File: src/rtl/lrtoa_pkg.sv
`timescale 1ns / 1ps
`default_nettype none
// ----------------------------------------------------------------------------
// lrtoa_pkg
// Shared types and constants for the LoRa time-on-air core: field widths,
// configuration register indexes, the queue item and the status bundle.
// ----------------------------------------------------------------------------
package lrtoa_pkg;

    // field and datapath widths
    localparam int PL_W          = 8;    // payload length in bytes
    localparam int SYM_W         = 12;   // payload symbol count field
    localparam int TOA_W         = 36;   // time on air field, microseconds
    localparam int SF_W          = 4;
    localparam int BW_W          = 19;
    localparam int CR_W          = 3;
    localparam int PRE_W         = 16;
    localparam int NSYM_W        = 13;   // exact symbol count, up to 5739
    localparam int PROD_W        = 14;   // quotient times coding factor
    localparam int SDIV_W        = 10;   // symbol divider dividend / quotient
    localparam int SDVS_W        = 4;    // symbol divider divisor
    localparam int SYM_DIV_STEPS = SDIV_W;
    localparam int QTR_W         = 19;   // packet length in quarter symbols
    localparam int US_W          = 20;
    localparam int MUL_W         = QTR_W + US_W;
    localparam int NUM_W         = 55;   // airtime dividend incl. rounding term
    localparam int DEN_W         = BW_W + 2;
    localparam int CFG_IDX_W     = 3;
    localparam int CFG_DATA_W    = BW_W;

    // constants
    localparam logic [US_W-1:0]   US_PER_S        = 20'd1000000;
    localparam logic [PL_W-1:0]   MAX_PAYLOAD_LEN = 8'd255;
    localparam logic [SYM_W-1:0]  SYM_FIELD_MAX   = 12'hFFF;

    // configuration register indexes
    typedef enum logic [CFG_IDX_W-1:0] {
        CFG_SPREADING_FACTOR  = 3'd0,
        CFG_BANDWIDTH_HZ      = 3'd1,
        CFG_CODING_RATE       = 3'd2,
        CFG_LOW_RATE_OPTIMIZE = 3'd3,
        CFG_IMPLICIT_HEADER   = 3'd4,
        CFG_CRC_PRESENT       = 3'd5,
        CFG_PREAMBLE_SYMBOLS  = 3'd6
    } cfg_index_t;

    // current configuration
    typedef struct packed {
        logic [SF_W-1:0]  spreading_factor;
        logic [BW_W-1:0]  bandwidth_hz;
        logic [CR_W-1:0]  coding_rate;
        logic             low_rate_optimize;
        logic             implicit_header;
        logic             crc_present;
        logic [PRE_W-1:0] preamble_symbols;
    } cfg_t;

    // item handed from the symbol front end to the airtime back end
    typedef struct packed {
        logic [QTR_W-1:0] quarters;
        logic [SYM_W-1:0] sym;
    } item_t;

    // queue status
    typedef struct packed {
        logic full;
        logic empty;
    } q_status_t;

endpackage : lrtoa_pkg
`default_nettype wire

File: src/rtl/lora_time_on_air_core.sv
`timescale 1ns / 1ps
`default_nettype none
// ----------------------------------------------------------------------------
// lora_time_on_air_core
// LoRa packet time on air: payload symbol count and airtime in microseconds
// for each payload length, from the programmed radio settings.
// ----------------------------------------------------------------------------
// datapath order: front end with 10-step symbol divider, queue, back end with
//   36-step airtime divider
// throughput: one item per cycle while the output accepts; every divider step has its own stage
// reset: configuration returns to sf 7, 125 kHz, 4/5, crc on, preamble 8;
//   all pipelines and the queue come up empty
// ----------------------------------------------------------------------------
module lora_time_on_air_core
    import lrtoa_pkg::*;
#(
    parameter int QUEUE_DEPTH = 4
)
(
    input  logic                  clk,
    input  logic                  rst_n,
    // input stream
    input  logic                  s_tvalid,
    output logic                  s_tready,
    input  logic [7:0]            s_tdata,   // [7:0] payload_length
    // output stream
    output logic                  m_tvalid,
    input  logic                  m_tready,
    output logic [47:0]           m_tdata,   // [11:0] payload_symbols, [47:12] time_on_air_us
    // configuration writes
    input  logic                  cfg_valid,
    output logic                  cfg_ready,
    input  logic [CFG_IDX_W-1:0]  cfg_index,
    input  logic [CFG_DATA_W-1:0] cfg_data
);

    cfg_t              cfg_reg;
    logic              push;
    logic              pop;
    item_t             front_item;
    item_t             queue_item;
    q_status_t         q_stat;
    logic [SYM_W-1:0]  out_sym;
    logic [TOA_W-1:0]  out_time;

    assign cfg_ready = 1'b1;
    assign m_tdata   = {out_time, out_sym};

    // configuration registers
    always_ff @(posedge clk or negedge rst_n)
    begin
        if (!rst_n)
        begin
            cfg_reg.spreading_factor  <= 4'd7;
            cfg_reg.bandwidth_hz      <= 19'd125000;
            cfg_reg.coding_rate       <= 3'd1;
            cfg_reg.low_rate_optimize <= 1'b0;
            cfg_reg.implicit_header   <= 1'b0;
            cfg_reg.crc_present       <= 1'b1;
            cfg_reg.preamble_symbols  <= 16'd8;
        end
        else if (cfg_valid && cfg_ready)
        begin
            case (cfg_index)
                CFG_SPREADING_FACTOR:  cfg_reg.spreading_factor  <= cfg_data[SF_W-1:0];
                CFG_BANDWIDTH_HZ:      cfg_reg.bandwidth_hz      <= cfg_data[BW_W-1:0];
                CFG_CODING_RATE:       cfg_reg.coding_rate       <= cfg_data[CR_W-1:0];
                CFG_LOW_RATE_OPTIMIZE: cfg_reg.low_rate_optimize <= cfg_data[0];
                CFG_IMPLICIT_HEADER:   cfg_reg.implicit_header   <= cfg_data[0];
                CFG_CRC_PRESENT:       cfg_reg.crc_present       <= cfg_data[0];
                CFG_PREAMBLE_SYMBOLS:  cfg_reg.preamble_symbols  <= cfg_data[PRE_W-1:0];
                default:               cfg_reg                   <= cfg_reg;
            endcase
        end
    end

    // symbol count front end
    lrtoa_front u_front (
        .clk       (clk),
        .rst_n     (rst_n),
        .cfg       (cfg_reg),
        .in_valid  (s_tvalid),
        .in_ready  (s_tready),
        .in_length (s_tdata),
        .out_valid (push),
        .out_ready (!q_stat.full),
        .out_item  (front_item)
    );

    // decoupling queue
    lrtoa_queue #(
        .DEPTH (QUEUE_DEPTH)
    ) u_queue (
        .clk     (clk),
        .rst_n   (rst_n),
        .push    (push && !q_stat.full),
        .wr_item (front_item),
        .pop     (pop),
        .rd_item (queue_item),
        .status  (q_stat)
    );

    // airtime back end
    lrtoa_back u_back (
        .clk       (clk),
        .rst_n     (rst_n),
        .cfg       (cfg_reg),
        .in_valid  (!q_stat.empty),
        .in_take   (pop),
        .in_item   (queue_item),
        .out_valid (m_tvalid),
        .out_ready (m_tready),
        .out_sym   (out_sym),
        .out_time  (out_time)
    );

    // every packet carries at least the eight fixed payload symbols
    a_sym_floor: assert property (@(posedge clk) disable iff (!rst_n)
        m_tvalid |-> (m_tdata[11:0] >= 12'd8))
        else $error("payload symbol count below eight");

    // airtime of a packet is never zero
    a_time_nonzero: assert property (@(posedge clk) disable iff (!rst_n)
        m_tvalid |-> (m_tdata[47:12] != 36'd0))
        else $error("zero time on air");

    // input backpressure only comes from a full queue
    a_stall_cause: assert property (@(posedge clk) disable iff (!rst_n)
        !s_tready |-> q_stat.full)
        else $error("input stalled while queue has room");

endmodule : lora_time_on_air_core
`default_nettype wire

File: src/rtl/lrtoa_front.sv
`timescale 1ns / 1ps
`default_nettype none
// ----------------------------------------------------------------------------
// lrtoa_front
// Front end: takes payload lengths, computes the payload symbol count with a
// pipelined ceiling divider and forms the packet length in quarter symbols.
// ----------------------------------------------------------------------------
module lrtoa_front
    import lrtoa_pkg::*;
(
    input  logic            clk,
    input  logic            rst_n,
    input  cfg_t            cfg,
    input  logic            in_valid,
    output logic            in_ready,
    input  logic [PL_W-1:0] in_length,
    output logic            out_valid,
    input  logic            out_ready,
    output item_t           out_item
);

    // entry stage, divider steps, symbol count stage, output stage
    localparam int STAGES = SYM_DIV_STEPS + 3;
    localparam int LAST   = STAGES - 1;

    logic [STAGES-1:0]  vld_reg;
    logic               en;

    logic [PL_W-1:0]    pl_sat;
    logic [11:0]        pos_part;
    logic [6:0]         neg_part;
    logic [11:0]        diff;
    logic [11:0]        diff_rnd;
    logic [SDIV_W-1:0]  n4;
    logic [SDVS_W-1:0]  de2;
    logic [SDVS_W-1:0]  divisor;
    logic [SDIV_W-1:0]  a_next;
    logic [SDIV_W-1:0]  a_reg;

    logic [SDVS_W-1:0]  rem_in   [SYM_DIV_STEPS];
    logic [SDIV_W-1:0]  aq_in    [SYM_DIV_STEPS];
    logic [SDVS_W:0]    trial    [SYM_DIV_STEPS];
    logic [SDVS_W:0]    trial_d  [SYM_DIV_STEPS];
    logic               ge       [SYM_DIV_STEPS];
    logic [SDVS_W-1:0]  rem_next [SYM_DIV_STEPS];
    logic [SDIV_W-1:0]  aq_next  [SYM_DIV_STEPS];
    logic [SDVS_W-1:0]  rem_reg  [SYM_DIV_STEPS];
    logic [SDIV_W-1:0]  aq_reg   [SYM_DIV_STEPS];

    logic [3:0]         cr_factor;
    logic [PROD_W-1:0]  prod;
    logic [PROD_W-1:0]  prod_ofs;
    logic [NSYM_W-1:0]  nsym_next;
    logic [NSYM_W-1:0]  nsym_reg;
    item_t              item_next;
    item_t              item_reg;

    // whole pipeline moves together when the last stage can drain
    assign en        = !vld_reg[LAST] || out_ready;
    assign in_ready  = en;
    assign out_valid = vld_reg[LAST];
    assign out_item  = item_reg;

    // entry: saturate length, numerator, ceiling by four, divisor
    always_comb
    begin
        pl_sat   = (in_length > MAX_PAYLOAD_LEN) ? MAX_PAYLOAD_LEN : in_length;
        pos_part = {1'b0, pl_sat, 3'b000} + 12'd28 + {7'b0, cfg.crc_present, 4'b0000};
        neg_part = {1'b0, cfg.spreading_factor, 2'b00}
                   + (cfg.implicit_header ? 7'd20 : 7'd0);
        diff     = pos_part - {5'b0, neg_part};
        diff_rnd = diff + 12'd3;
        n4       = (pos_part > {5'b0, neg_part}) ? diff_rnd[11:2] : '0;
        de2      = {2'b00, cfg.low_rate_optimize, 1'b0};
        divisor  = (cfg.spreading_factor > de2) ? cfg.spreading_factor - de2 : 4'd1;
        // ceiling division as floor of (n + d - 1) / d
        a_next   = n4 + {{(SDIV_W-SDVS_W){1'b0}}, divisor} - {{(SDIV_W-1){1'b0}}, 1'b1};
    end

    // restoring divider, one quotient bit per stage
    always_comb
    begin
        rem_in[0] = '0;
        aq_in[0]  = a_reg;
        for (int k = 1; k < SYM_DIV_STEPS; k++)
        begin
            rem_in[k] = rem_reg[k-1];
            aq_in[k]  = aq_reg[k-1];
        end
        for (int k = 0; k < SYM_DIV_STEPS; k++)
        begin
            trial[k]    = {rem_in[k], aq_in[k][SDIV_W-1]};
            trial_d[k]  = trial[k] - {1'b0, divisor};
            ge[k]       = trial[k] >= {1'b0, divisor};
            rem_next[k] = ge[k] ? trial_d[k][SDVS_W-1:0] : trial[k][SDVS_W-1:0];
            aq_next[k]  = {aq_in[k][SDIV_W-2:0], ge[k]};
        end
    end

    // symbol count and quarter-symbol packet length
    always_comb
    begin
        cr_factor = {1'b0, cfg.coding_rate} + 4'd4;
        prod      = {{(PROD_W-SDIV_W){1'b0}}, aq_reg[SYM_DIV_STEPS-1]}
                    * {{(PROD_W-4){1'b0}}, cr_factor};
        prod_ofs  = prod + 14'd8;
        nsym_next = prod_ofs[NSYM_W-1:0];
        item_next.sym      = (nsym_reg > {1'b0, SYM_FIELD_MAX}) ? SYM_FIELD_MAX
                                                                 : nsym_reg[SYM_W-1:0];
        item_next.quarters = {1'b0, cfg.preamble_symbols, 2'b00} + 19'd17
                             + {4'b0, nsym_reg, 2'b00};
    end

    // stage valid bits
    always_ff @(posedge clk or negedge rst_n)
    begin
        if (!rst_n)
        begin
            vld_reg <= '0;
        end
        else if (en)
        begin
            vld_reg <= {vld_reg[STAGES-2:0], in_valid};
        end
    end

    // stage payload
    always_ff @(posedge clk)
    begin
        if (en)
        begin
            a_reg <= a_next;
            for (int k = 0; k < SYM_DIV_STEPS; k++)
            begin
                rem_reg[k] <= rem_next[k];
                aq_reg[k]  <= aq_next[k];
            end
            nsym_reg <= nsym_next;
            item_reg <= item_next;
        end
    end

endmodule : lrtoa_front
`default_nettype wire

File: src/rtl/lrtoa_queue.sv
`timescale 1ns / 1ps
`default_nettype none
// ----------------------------------------------------------------------------
// lrtoa_queue
// Short first-in first-out queue between the front end and the back end,
// so that either side can stall on its own.
// ----------------------------------------------------------------------------
module lrtoa_queue
    import lrtoa_pkg::*;
#(
    parameter int DEPTH = 4
)
(
    input  logic      clk,
    input  logic      rst_n,
    input  logic      push,
    input  item_t     wr_item,
    input  logic      pop,
    output item_t     rd_item,
    output q_status_t status
);

    localparam int PTR_W = (DEPTH > 1) ? $clog2(DEPTH) : 1;
    localparam int CNT_W = $clog2(DEPTH + 1);

    item_t             entry_reg [DEPTH];
    logic [PTR_W-1:0]  wr_ptr_reg;
    logic [PTR_W-1:0]  wr_ptr_next;
    logic [PTR_W-1:0]  rd_ptr_reg;
    logic [PTR_W-1:0]  rd_ptr_next;
    logic [CNT_W-1:0]  count_reg;
    logic [CNT_W-1:0]  count_next;

    assign rd_item      = entry_reg[rd_ptr_reg];
    assign status.full  = (count_reg == CNT_W'(DEPTH));
    assign status.empty = (count_reg == '0);

    // pointer wrap and occupancy
    always_comb
    begin
        wr_ptr_next = wr_ptr_reg;
        rd_ptr_next = rd_ptr_reg;
        if (push)
        begin
            wr_ptr_next = (wr_ptr_reg == PTR_W'(DEPTH - 1)) ? '0 : wr_ptr_reg + 1'b1;
        end
        if (pop)
        begin
            rd_ptr_next = (rd_ptr_reg == PTR_W'(DEPTH - 1)) ? '0 : rd_ptr_reg + 1'b1;
        end
        case ({push, pop})
            2'b10:   count_next = count_reg + 1'b1;
            2'b01:   count_next = count_reg - 1'b1;
            default: count_next = count_reg;
        endcase
    end

    // control registers
    always_ff @(posedge clk or negedge rst_n)
    begin
        if (!rst_n)
        begin
            wr_ptr_reg <= '0;
            rd_ptr_reg <= '0;
            count_reg  <= '0;
        end
        else
        begin
            wr_ptr_reg <= wr_ptr_next;
            rd_ptr_reg <= rd_ptr_next;
            count_reg  <= count_next;
        end
    end

    // entry storage
    always_ff @(posedge clk)
    begin
        if (push)
        begin
            entry_reg[wr_ptr_reg] <= wr_item;
        end
    end

endmodule : lrtoa_queue
`default_nettype wire

File: src/rtl/lrtoa_back.sv
`timescale 1ns / 1ps
`default_nettype none
// ----------------------------------------------------------------------------
// lrtoa_back
// Back end: scales the quarter-symbol count to chips and microseconds and
// divides by four times the bandwidth with a pipelined restoring divider,
// rounding to nearest and saturating to the field width.
// ----------------------------------------------------------------------------
module lrtoa_back
    import lrtoa_pkg::*;
(
    input  logic             clk,
    input  logic             rst_n,
    input  cfg_t             cfg,
    input  logic             in_valid,
    output logic             in_take,
    input  item_t            in_item,
    output logic             out_valid,
    input  logic             out_ready,
    output logic [SYM_W-1:0] out_sym,
    output logic [TOA_W-1:0] out_time
);

    // multiply, shift, divider setup, divider steps, output register
    localparam int TOA_STEPS = TOA_W;
    localparam int STAGES    = 2 + (TOA_STEPS + 1) + 1;
    localparam int LAST      = STAGES - 1;
    localparam int HI_W      = NUM_W - TOA_W;

    logic [STAGES-1:0]  vld_reg;
    logic               en;

    logic [MUL_W-1:0]   prod_next;
    logic [MUL_W-1:0]   prod_reg;
    logic [NUM_W-1:0]   n_next;
    logic [NUM_W-1:0]   n_reg;
    logic [DEN_W-1:0]   dvs;
    logic [HI_W-1:0]    hi;

    logic [DEN_W:0]     trial    [TOA_STEPS+1];
    logic [DEN_W:0]     trial_d  [TOA_STEPS+1];
    logic               ge       [TOA_STEPS+1];
    logic [DEN_W-1:0]   rem_next [TOA_STEPS+1];
    logic [TOA_W-1:0]   wq_next  [TOA_STEPS+1];
    logic               ovf_next [TOA_STEPS+1];
    logic [DEN_W-1:0]   rem_reg  [TOA_STEPS+1];
    logic [TOA_W-1:0]   wq_reg   [TOA_STEPS+1];
    logic               ovf_reg  [TOA_STEPS+1];

    logic [SYM_W-1:0]   sym_reg  [STAGES];
    logic [TOA_W-1:0]   time_next;
    logic [TOA_W-1:0]   time_reg;

    // pipeline advances when the output register is free or taken
    assign en        = !vld_reg[LAST] || out_ready;
    assign in_take   = en && in_valid;
    assign out_valid = vld_reg[LAST];
    assign out_sym   = sym_reg[LAST];
    assign out_time  = time_reg;

    // scaling: quarters times one million, then times two to the sf
    always_comb
    begin
        prod_next = MUL_W'(in_item.quarters) * MUL_W'(US_PER_S);
        n_next    = (NUM_W'(prod_reg) << cfg.spreading_factor)
                    + NUM_W'({cfg.bandwidth_hz, 1'b0});
    end

    // divider setup and steps; an upper part not below the divisor saturates
    always_comb
    begin
        dvs         = {cfg.bandwidth_hz, 2'b00};
        hi          = n_reg[NUM_W-1:TOA_W];
        trial[0]    = '0;
        trial_d[0]  = '0;
        ge[0]       = 1'b0;
        rem_next[0] = DEN_W'(hi);
        wq_next[0]  = n_reg[TOA_W-1:0];
        ovf_next[0] = (DEN_W'(hi) >= dvs);
        for (int k = 1; k <= TOA_STEPS; k++)
        begin
            trial[k]    = {rem_reg[k-1], wq_reg[k-1][TOA_W-1]};
            trial_d[k]  = trial[k] - {1'b0, dvs};
            ge[k]       = trial[k] >= {1'b0, dvs};
            rem_next[k] = ge[k] ? trial_d[k][DEN_W-1:0] : trial[k][DEN_W-1:0];
            wq_next[k]  = {wq_reg[k-1][TOA_W-2:0], ge[k]};
            ovf_next[k] = ovf_reg[k-1];
        end
        time_next = ovf_reg[TOA_STEPS] ? '1 : wq_reg[TOA_STEPS];
    end

    // stage valid bits
    always_ff @(posedge clk or negedge rst_n)
    begin
        if (!rst_n)
        begin
            vld_reg <= '0;
        end
        else if (en)
        begin
            vld_reg <= {vld_reg[STAGES-2:0], in_valid};
        end
    end

    // stage payload
    always_ff @(posedge clk)
    begin
        if (en)
        begin
            prod_reg <= prod_next;
            n_reg    <= n_next;
            for (int k = 0; k <= TOA_STEPS; k++)
            begin
                rem_reg[k] <= rem_next[k];
                wq_reg[k]  <= wq_next[k];
                ovf_reg[k] <= ovf_next[k];
            end
            sym_reg[0] <= in_item.sym;
            for (int p = 1; p < STAGES; p++)
            begin
                sym_reg[p] <= sym_reg[p-1];
            end
            time_reg <= time_next;
        end
    end

endmodule : lrtoa_back
`default_nettype wire

File: config.mk
export PLATFORM = sky130hd
export DESIGN_NAME = lora_time_on_air_core
export DESIGN_NICKNAME = d
export VERILOG_FILES = /design/src/rtl/lrtoa_pkg.sv /design/src/rtl/lora_time_on_air_core.sv /design/src/rtl/lrtoa_front.sv /design/src/rtl/lrtoa_queue.sv /design/src/rtl/lrtoa_back.sv
export SDC_FILE = /design/constraint.sdc
export NUM_CORES = 2
export LEC_CHECK = 0
export BUFFER_PORTS_ARGS = -buffer_cell sky130_fd_sc_hd__buf_2
export CAP_MARGIN = 20
export CORE_UTILIZATION = 40
export DETAILED_ROUTE_END_ITERATION = 10
export PLACE_DENSITY = 0.52
export SLEW_MARGIN = 15
export SYNTH_ARGS = -nofsm -noshare
export SYNTH_HDL_FRONTEND = slang
export SYNTH_SLANG_ARGS = --single-unit
File: constraint.sdc
create_clock -name clk -period 89.4 [get_ports clk]
set_input_delay 17.88 -clock clk [delete_from_list [all_inputs] [get_ports clk]]
set_output_delay 17.88 -clock clk [all_outputs]
set_load 0.02 [all_outputs]
==> key figures <==
Yosys
  • Synth top area cells: edfxtp_1, ha_1, o21ai_0, mux2_2, xnor2_1
  • Async SR Flop Fraction: under 10%
  • Post-synth top area cell: edfxtp_1
  • Synth Area in Compound Gates: under 10%
  • XOR/XNOR Fraction of Synth Area: 3.38%
  • Top FF cell, synth: edfxtp_1
  • Simple-Gate Fraction of Synth Area: between 7 and 8%
  • Sequential element share of the synthesized area: ~64%
  • Adder-Cell Fraction of Synth Area: 9.93%
  • Syn_nets: ~12,000
  • Largest family of logic cells by synthesized area: adder cells
  • EDFF count, synth: around 3,000
  • Cells after Synth: about 10,000
  • Yosys top cell area share: around three fifths
  • Most instantiated cells after synthesis: edfxtp_1, ha_1, o21ai_0
  • Most frequent cell after synthesis: edfxtp_1
  • Synth cell types: 101
  • Syn avg cell area: approximately 14 µm²
  • Synth Warn #: 0
  • #FFs+latches synth: around 3,100
  • Cell Area, Synth: approximately 150,000 µm²
  • Mux share of post-synthesis cell area: under 10%

Detailed routing
  • DRT antenna net count: 0
  • WL/cell: approximately 20 µm
  • Vias per cell: approximately 5.3
  • Routed WL: 317,000 µm
  • DRC: 4
  • Via count: 84,097
  • Initial detailed-routing violation count: ~5,800
  • Drt first pass iters: 9

Worst setup path
  • Buf/Inv on CP: 8
  • Crit Path Max Fanout: roughly 140
  • Crit path arrival time: 24.09 ns
  • Crit path launch type: input port
  • Worst-path cell with the longest stage delay: buf_4
  • Crit-path cells: buf_2 > nand2b_4 > buf_4 > buf_4 > buf_4 > buf_12 > buf_4 > buf_4 > buf_4
  • Crit path kind: in -> reg
  • Crit path required time: 89.92 ns
  • Worst path max stage delay: 0.81 ns
  • CP most frequent cell: buf_4
  • Crit end category: flip-flop
  • CP top delay family: buffers and inverters

Status
  • Failing checks: design-rule violations
  • Status: finished with violations

Cells and area
  • Layout cells sized above 1: between 10% and 20%
  • P&R area growth vs syn: 12.2%
  • NumNets Final: roughly 12,000
  • Max FFs per register: ~1,300

Clock tree
  • Post-CTS resize count: 0
  • CTS tree: built
  • H-Tree Depth: 5
  • CTS root buf: clkbuf_16
  • CTS Buf Count: ~340
  • Skew-Pair Late Insertion Delay: ~0.95 ns
  • CTS Hold Buffers Added: 0
  • Register clock-pin slew on the reported worst setup and hold paths: 0.05 ns
  • CTS Sinks: approximately 3,100
  • CTS Buffer Depth: 4
  • Post-CTS setup buffers: 0

GRT
  • Largest net degree at the start of global routing: approximately 180
  • Vias in the first global route: between 80,000 and 90,000
  • GRT Total Usage: between 10% and 20%
  • Overflow after GRT: 0
  • Initial antenna violation count: 15
  • First-pass GRT wire length: just under 500,000 µm

Timing
  • Final period util: a little over a quarter
  • RSZ-0062 raised after global routing: false
  • Worst Tran Pin Value: between 1 and 1.5 ns
  • Final Hold Viols: 0
  • Fmax achieved: around 42 MHz
  • Max Transition Viols Final: 0
  • Worst relative slew slack: 25.6%
  • Sum Neg Setup Slack: 0 ns
  • Skew final: ~0.080 ns
  • Min cycle time layout: around 24 ns
  • Final setup viols: 0

Placed design
  • Quantity of I/O buffers inserted on ports: 84
  • GP Congestion: 0.853
  • Dpl hpwl: 213,000 µm

Floorplanning
  • Starting Density: between 40% and 50%
  • Die Width: 605 µm
  • Core area: 362,000 µm²
  • FP Rows: 221
  • Chip height: 605 µm
  • Top-Level Pins: between 80 and 90
  • Die area: 366,000 µm²

Min path
  • Hold crit path type: reg -> reg

Job
  • Max-cap violations: 0
==> area by class of cell <==
class / count / area [µm²]
fillers: 32039 / 199000
flip-flops and latches: 3097 / 92500
multi-input cells: 6661 / 50600
clock buffers: 421 / 9000
well taps: 4794 / 6000
clock inverters: 198 / 2020
inverters: 468 / 1760
repair buffers: 199 / 1400
diodes: 3 / 7.51
==> path summary, 6_finish.rpt <==
path                                                   start                             end  slack (ns)  cells past startpoint
max                                                 m_tready  u_back.wq_reg[35][2]$_DFFE_PP_       65.82                      9
min                           u_front.aq_reg[5][1]$_DFFE_PP_  u_front.aq_reg[6][2]$_DFFE_PP_        0.36                      0
max reg2reg                u_queue.rd_ptr_reg[0]$_DFFE_PN0P_   u_back.prod_reg[37]$_DFFE_PP_       82.25                     18
min reg2reg                   u_front.aq_reg[5][1]$_DFFE_PP_  u_front.aq_reg[6][2]$_DFFE_PP_        0.36                      0
max in group asynchronous                              rst_n   u_back.vld_reg[4]$_DFFE_PN0P_       71.20                      2
min in group asynchronous                              rst_n  u_back.vld_reg[37]$_DFFE_PN0P_       16.92                      1
==> kinds of logic (layout without fill, tap and decap cells) <==
group	after synthesis	after routing
flops	3097	3097
simple gates	2381	2381
other cells	2	5
mux	461	461
compound gates	2173	2173
buf+inv	660	1286
xor+xnor	562	562
fa+ha+maj	1082	1082
==> through the flow <==
step                area [µm²]  hold slack [ns]  util, %  setup WS, ns  instances
floorplan               146000            0.400        -          2.14      10418
global placement        152000            0.400     42.0         64.94      15217
detailed placement      152000            0.405     42.0         64.78      15218
CTS                     163000            0.360     45.1         65.72      15837
global route            163000            0.374     45.1         65.28      15839
finish                  163000            0.359     45.1         65.82      15841
==> worst reg2reg max path: stages (launching register included) <==
cell and delay, ns:
dfrtp_2 0.33, buf_4 0.53, mux4_2 0.71, inv_1 0.25, fa_1 0.51, fa_1 0.52
inv_1 0.05, fa_1 0.58, fa_1 0.43, ha_1 0.32, fa_1 0.47, ha_1 0.40
nand4_1 0.14, nor2_1 0.16, or3b_2 0.51, a31oi_1 0.42, a221oi_1 0.24, mux2i_1 0.19
nand3_1 0.08
==> per-layer routing <==
metal / GRT usage, % / up-vias / wire [µm]
met2: 28.5 / 1604 / 151000
met3: 2.33 / 471 / 12400
met1: 23.0 / 41615 / 144000
met4: 5.08 / 0 / 9130
met5: 0 / - / 0
li1: - / 40407 / -
==> cell usage in the layout (no fill, tap or decap), drive strengths merged, types with 162 or more instances in the layout <==
cell type	instances
clkbuf	421
xor2	242
nor2	521
nor3	192
ha	960
a21o	162
buf	199
nand2	746
xnor2	320
inv	479
a21oi	517
o21ai	752
edfxtp	2992
mux2	319
Power is left out: the tool's default activity adds up to more than one toggle a clock period on the data nets, which glitch-free logic cannot reach.
